--- config.mk ---
export PLATFORM = sky130hd
export DESIGN_NAME = mi3_merge
export DESIGN_NICKNAME = d
export VERILOG_FILES = /design/src/design/mi3_pkg.sv /design/src/design/mi3_merge.sv
export SDC_FILE = /design/constraint.sdc
export NUM_CORES = 1
export LEC_CHECK = 0
export BUFFER_PORTS_ARGS = -buffer_cell sky130_fd_sc_hd__buf_2
export CAP_MARGIN = 10
export CORE_AREA = 3 3 177 145
export DETAILED_ROUTE_END_ITERATION = 10
export DIE_AREA = 0 0 180 148
export HOLD_SLACK_MARGIN = 0.15
export PLACE_DENSITY = 0.77
export SLEW_MARGIN = 20
export SYNTH_ARGS = -nofsm -noshare
export SYNTH_HDL_FRONTEND = slang
export SYNTH_SLANG_ARGS = --single-unit
--- constraint.sdc ---
create_clock -name clk -period 0.8 [get_ports clk]
set_input_delay 0.12 -clock clk [delete_from_list [all_inputs] [get_ports clk]]
set_output_delay 0.12 -clock clk [all_outputs]
set_load 0.02 [all_outputs]
--- src/design/mi3_pkg.sv ---
`timescale 1ns / 1ps
// shared types and constants for the 3x3 matrix inverse core
// no dependencies
package mi3_pkg;

	localparam int ELEM_W_DEF = 16;
	localparam int FRAC_DEF   = 8;

	// determinant bound registers, Q24.24 magnitudes
	localparam int CFG_W      = 48;
	localparam int APB_DATA_W = 64;
	localparam int APB_ADDR_W = 4;

	localparam logic [CFG_W-1:0] DET_MIN_RST = 48'd1;
	localparam logic [CFG_W-1:0] DET_MAX_RST = 48'd211106232532992;

	// register select, taken from paddr[3]
	localparam logic REG_DET_MIN = 1'b0;
	localparam logic REG_DET_MAX = 1'b1;

	localparam int NUM_ELEM = 9;

	typedef struct packed {
		logic valid;
		logic reject;
	} mi3_ctl_t;

endpackage

--- src/design/mi3_merge.sv ---
`timescale 1ns / 1ps
// merge of the nine lanes: saturation, sign, status and output register
// depends on mi3_pkg
module mi3_merge import mi3_pkg::*; #(
	parameter int W = ELEM_W_DEF
) (
	input  logic               clk,
	input  logic               arst_n,
	input  logic [W:0]         q [NUM_ELEM],
	input  logic               neg [NUM_ELEM],
	input  mi3_ctl_t           ctl,
	output logic               done,
	output logic signed [W-1:0] inv [NUM_ELEM],
	output logic               status,
	output logic               saturated
);

	localparam logic [W:0] HALF = (W + 1)'(1) << (W - 1);

	logic [W:0]   lim [NUM_ELEM];
	logic [W:0]   qc  [NUM_ELEM];
	logic         sat [NUM_ELEM];
	logic [W-1:0] val [NUM_ELEM];
	logic         any_sat;

	always_comb begin
		any_sat = 1'b0;
		for (int k = 0; k < NUM_ELEM; k++) begin
			lim[k]  = neg[k] ? HALF : HALF - (W + 1)'(1);
			sat[k]  = q[k] > lim[k];
			qc[k]   = sat[k] ? lim[k] : q[k];
			val[k]  = neg[k] ? W'(-qc[k]) : W'(qc[k]);
			any_sat = any_sat | sat[k];
		end
	end

	always_ff @(posedge clk or negedge arst_n) begin
		if (!arst_n) begin
			done <= 1'b0;
		end else begin
			done <= ctl.valid;
		end
	end

	always_ff @(posedge clk) begin
		status    <= ctl.reject;
		saturated <= !ctl.reject && any_sat;
		for (int k = 0; k < NUM_ELEM; k++) begin
			inv[k] <= ctl.reject ? '0 : val[k];
		end
	end

endmodule

==> flow_summary.json, run 1 <==
{
  "initial_core_util_pct": 48.6,
  "haltStage": "5_1_grt",
  "ys_warn_count": 0,
  "status": "did not finish",
  "dp_hpwl_um": 32900,
  "io_pins": 313,
  "synth.distinct_cells": 74,
  "ys.flop_type": "dfxtp_1",
  "synth_area_per_cell_um2": 7.77,
  "grt_max_degree": 35,
  "syn_area_um2": 11700,
  "synth_edf_count": 0,
  "htree_levels": 4,
  "netlist_instances": 1505,
  "first-error": "[ERROR DPL-0038] Utilization greater than 100%, impossible to legalize",
  "syn_nets": 1824,
  "die_y_um": 148,
  "postGrtWorstEndpoint": "inv[78]$_SDFF_PP0_/D",
  "ys_seq_area_share_pct": 25.2,
  "place.gp.congestion": 0.953,
  "ctsLongestPathBuffers": 2,
  "port_buffers": 312,
  "synth-async-reset-ratio_pct": 0.680,
  "root_buffer": "clkbuf_16",
  "worstEpCategory": "sequential cell input",
  "cts.sinks": 147,
  "die-width_um": 180,
  "ys_ff_latch": 147,
  "numCtsBuffers": 17,
  "rows": 51
}
[cell usage after synthesis (all sizes together), types with 11 or more instances]
library cell  instances  share of area [%]
a211oi               45                2.9
mux2                 18                1.7
o21ai               117                5.0
a221oi               13               0.97
o32ai                19                1.4
and3                 19                1.0
nand3                29                1.2
o211ai               18                1.2
nor2                160                5.1
dfxtp               146                 25
a21o                 31                2.0
or2                  23                1.2
inv                  35                1.1
or4                  12               0.77
or3                  18                1.0
nand2b               14               0.75
a31oi                16               0.86
nor3                 79                3.4
nand2               106                3.4
clkbuf               78                2.5
nand4                24                1.3
ha                  153                 16
nor4                 26                1.4
o31ai                11               0.71
mux2i                24                2.1
a21oi               141                6.0
[stage by stage]
step | hold slack, ps | setup TNS [ps] | worst slack (ps) | cells | area [µm²]
after detailed placement | -104 | -268530 | -3010 | 2430 | 17200
after floorplan | -176 | -212140 | -2820 | 1505 | 13100
after CTS | 25.2 | -205710 | -2220 | 2554 | 21800
after global placement | -104 | -257310 | -2780 | 2430 | 17200
[kinds of logic after synthesis]
group                    count (synthesis)  share of synthesized area [%]
AND/OR/NAND/NOR                        543                           22.9
AO/OA/AOI/OAI                          491                           27.1
adder cells (fa/ha/maj)                153                           16.4
flip-flops                             147                           25.2
buffers and inverters                  119                           3.89
multiplexers                            42                           3.79
XOR/XNOR                                10                          0.749
[timing repair]
action	in CTS
hold endpoints to repair	64
pin swaps	177
buffers inserted	76
gates resized for setup	858
gates cloned	10
hold buffers	16
setup endpoints to repair	292
==> run 2, diff against run 1 <==
--- a/config.mk
+++ b/config.mk
@@ -7,11 +7,10 @@
 export LEC_CHECK = 0
 export BUFFER_PORTS_ARGS = -buffer_cell sky130_fd_sc_hd__buf_2
 export CAP_MARGIN = 10
-export CORE_AREA = 3 3 177 145
+export CORE_AREA = 3 3 175 177
 export DETAILED_ROUTE_END_ITERATION = 10
-export DIE_AREA = 0 0 180 148
-export HOLD_SLACK_MARGIN = 0.15
-export PLACE_DENSITY = 0.77
+export DIE_AREA = 0 0 178 180
+export PLACE_DENSITY_LB_ADDON = 0.15
 export SLEW_MARGIN = 20
 export SYNTH_ARGS = -nofsm -noshare
 export SYNTH_HDL_FRONTEND = slang
==> constraint.sdc (replaced) <==
create_clock -name clk -period 1 [get_ports clk]
set_input_delay 0.15 -clock clk [delete_from_list [all_inputs] [get_ports clk]]
set_output_delay 0.15 -clock clk [all_outputs]
set_load 0.02 [all_outputs]
==> flow_summary.json, run 2 <==
{
  "violations": "setup timing",
  "antenna_found_initial": 9,
  "fin_ws_ps": -2240,
  "synth.most_common_cell": "nor2_1",
  "cp.required_ps": 1380,
  "drt-pass1-iter-count": 6,
  "netlist_instances": 1505,
  "hp-class": "primary input to flop",
  "drt_iter0_drc": 969,
  "pre_cts_slack_ps": -2790,
  "drive_gt1_share_pct": 60.8,
  "maxSlewViolCount": 0,
  "setup_viol": 292,
  "netlist_top_cells_count": "nor2_1, ha_1, dfxtp_1, a21oi_1, o21ai_0",
  "synth_top_area_cell": "dfxtp_1",
  "grt_pass1_vias": 14700,
  "cts.sinks": 147,
  "start_kind": "primary input",
  "syn_area_um2": 11700,
  "place.gp.congestion": 0.906,
  "arrival_ps": 3620,
  "ys_seq_area_share_pct": 25.2,
  "cellPowerDensity_nw_per_um2": 1070,
  "p_int_mw": 15.1,
  "grt_overflow": 0,
  "vdd_drop_max_mv": 1.22,
  "dieArea_um2": 32000,
  "rows": 63,
  "rsz0062_at_grt": "yes",
  "crit_type": "primary input to flop",
  "core_area_um2": 29400,
  "synth.top_cell.area_share_pct": 25.0,
  "period_minus_slack_ps": 3240,
  "p_leak_nw": 9.68,
  "synth.distinct_cells": 74,
  "syn_nets": 1824,
  "synth_area_leaders": "dfxtp_1, ha_1, a21oi_1",
  "wl_um": 51000,
  "whs_path_depth": 3,
  "fin_hold_ws_ps": 15.8,
  "synth-async-reset-ratio_pct": 0.680,
  "cp_max_fo": 7,
  "track_usage_pct": 28.0,
  "relSlewSlack_pct": 67.1,
  "ys.flop_type": "dfxtp_1",
  "ys_ff_latch": 147,
  "area_delta_synth_final_pct": 92.7,
  "worst_pin_slew_ps": 487,
  "synth_area_per_cell_um2": 7.77,
  "routedWlPerCell_um": 19.3,
  "initial_core_util_pct": 39.8,
  "cts_tree": "done",
  "final_common_cell": "buf_4",
  "status": "finished, violations left",
  "path_clk_slew_ps": 70,
  "port_buffers": 312,
  "ys_warn_count": 0,
  "swShare_pct": 37.0,
  "hold_viol_final": 0,
  "detail-route-antenna-nets": 0,
  "via_count": 15300,
  "cp-end-kind": "flop",
  "power_mw": 24.0,
  "finalCoreUtilization_pct": 76.6,
  "min_period_over_period_pct": 324,
  "synth_edf_count": 0,
  "grt_first_pass_wirelength_um": 74000,
  "p_seq_share_pct": 27.4,
  "ctsLongestPathBuffers": 2,
  "drc_errors": 0,
  "dp_hpwl_um": 32100,
  "clock.fmax_ghz": 0.309,
  "root_buffer": "clkbuf_16",
  "grt_max_degree": 52,
  "switching_power_mw": 8.89,
  "maxCapViolCount": 0,
  "numCtsBuffers": 17,
  "largest_register_ffs": 144,
  "hold_path_end": "inv[79]$_SDFF_PP0_",
  "die-width_um": 178,
  "p_comb_share_pct": 44.9,
  "die_y_um": 180,
  "hold_start": "neg[4]",
  "regMostFlops": "inv",
  "io_pins": 313,
  "pwr-share-clk_pct": 27.7,
  "layout_common_cells": "buf_4, buf_2, dfxtp_1",
  "viasPerCell": 5.76,
  "nets": 2562,
  "htree_levels": 4
}
## run 2: cell counts after synthesis
No cell type changed its count.
## run 2: worst max-delay path by stage
stage / startpoint / end / slack (ps) / cells after the start
final: neg[4] / inv[78]$_SDFF_PP0_ / -2240 / 16
after global placement: neg[4] / inv[78]$_SDFF_PP0_ / -2630 / 16
after floorplan: neg[4] / inv[78]$_SDFF_PP0_ / -2650 / 18
after global routing: neg[3] / inv[60]$_SDFF_PP0_ / -2350 / 17
after detailed placement: neg[4] / inv[78]$_SDFF_PP0_ / -2790 / 17
after CTS: neg[3] / inv[60]$_SDFF_PP0_ / -2070 / 17
## run 2: final cells by class
| type | count | area, µm² |
|---|---|---|
| clock buffers | 18 | 439 |
| well taps | 390 | 488 |
| clock inverters | 14 | 145 |
| inverters | 39 | 275 |
| repair buffers | 799 | 6340 |
| flip-flops and latches | 147 | 2950 |
| fillers | 1912 | 6880 |
| diodes | 5 | 12.5 |
| multi-input cells | 1239 | 11900 |
## run 2: critical path, cell delays in order
cell and delay [ps]:
buf_12 120, inv_1 80, ha_4 280, nand4b_1 220, nor4_4 250, a22oi_2 120
a31oi_4 270, mux2i_2 340, ha_4 220, nand2b_4 70, or3b_4 390, or4_4 440
o41a_1 340, a21oi_2 130, o21ai_1 80, a31oi_1 130
## run 2: through the flow
stage | setup TNS (ps) | instance area, µm² | instances
floorplan | -187490 | 13100 | 1505
global placement | -231580 | 17200 | 2491
detailed placement | -236910 | 17200 | 2491
CTS | -157760 | 20600 | 2600
global route | -184280 | 22500 | 2651
finish | -169880 | 22500 | 2651
## run 2: power by group through the flow
stage               Combinational (mW)  Sequential [mW]  Clock [mW]
floorplan                         3.62             7.36           0
CTS                               9.11             6.58        6.70
global placement                  7.28             6.71           0
finish                            10.8             6.58        6.64
global route                      11.5             6.62        6.98
detailed placement                7.45             6.70           0
## run 2: cells by family after synthesis
| family | synth area share, % |
|---|---|
| and+or+nand+nor | 22.9 |
| AOI/OAI and AO/OA | 27.1 |
| adders and majority gates | 16.4 |
| DFF | 25.2 |
| buffers and inverters | 3.89 |
| muxes | 3.79 |
| xor gates and xnor gates | 0.749 |
## run 2: layer usage
metal,share of wire (%),global-route usage (%),up-vias
li1,-,-,7223
met1,40,34.2,7385
met2,50,48.2,529
met3,6.4,6.84,138
met4,3.2,8.48,8
met5,0.10,0,-
## run 2: timing repair
| item | CTS | global route |
|---|---|---|
| setup endpoints to repair | 292 | 292 |
| endpoints found under the hold margin | 2 | 0 |
| setup buffers | 71 | 65 |
| hold buffers | 3 | 0 |
| resized for setup | 407 | 330 |
| cloned | 13 | 3 |
| pin swaps | 182 | 158 |
No activity file was read; power rests on OpenSTA's default activity.
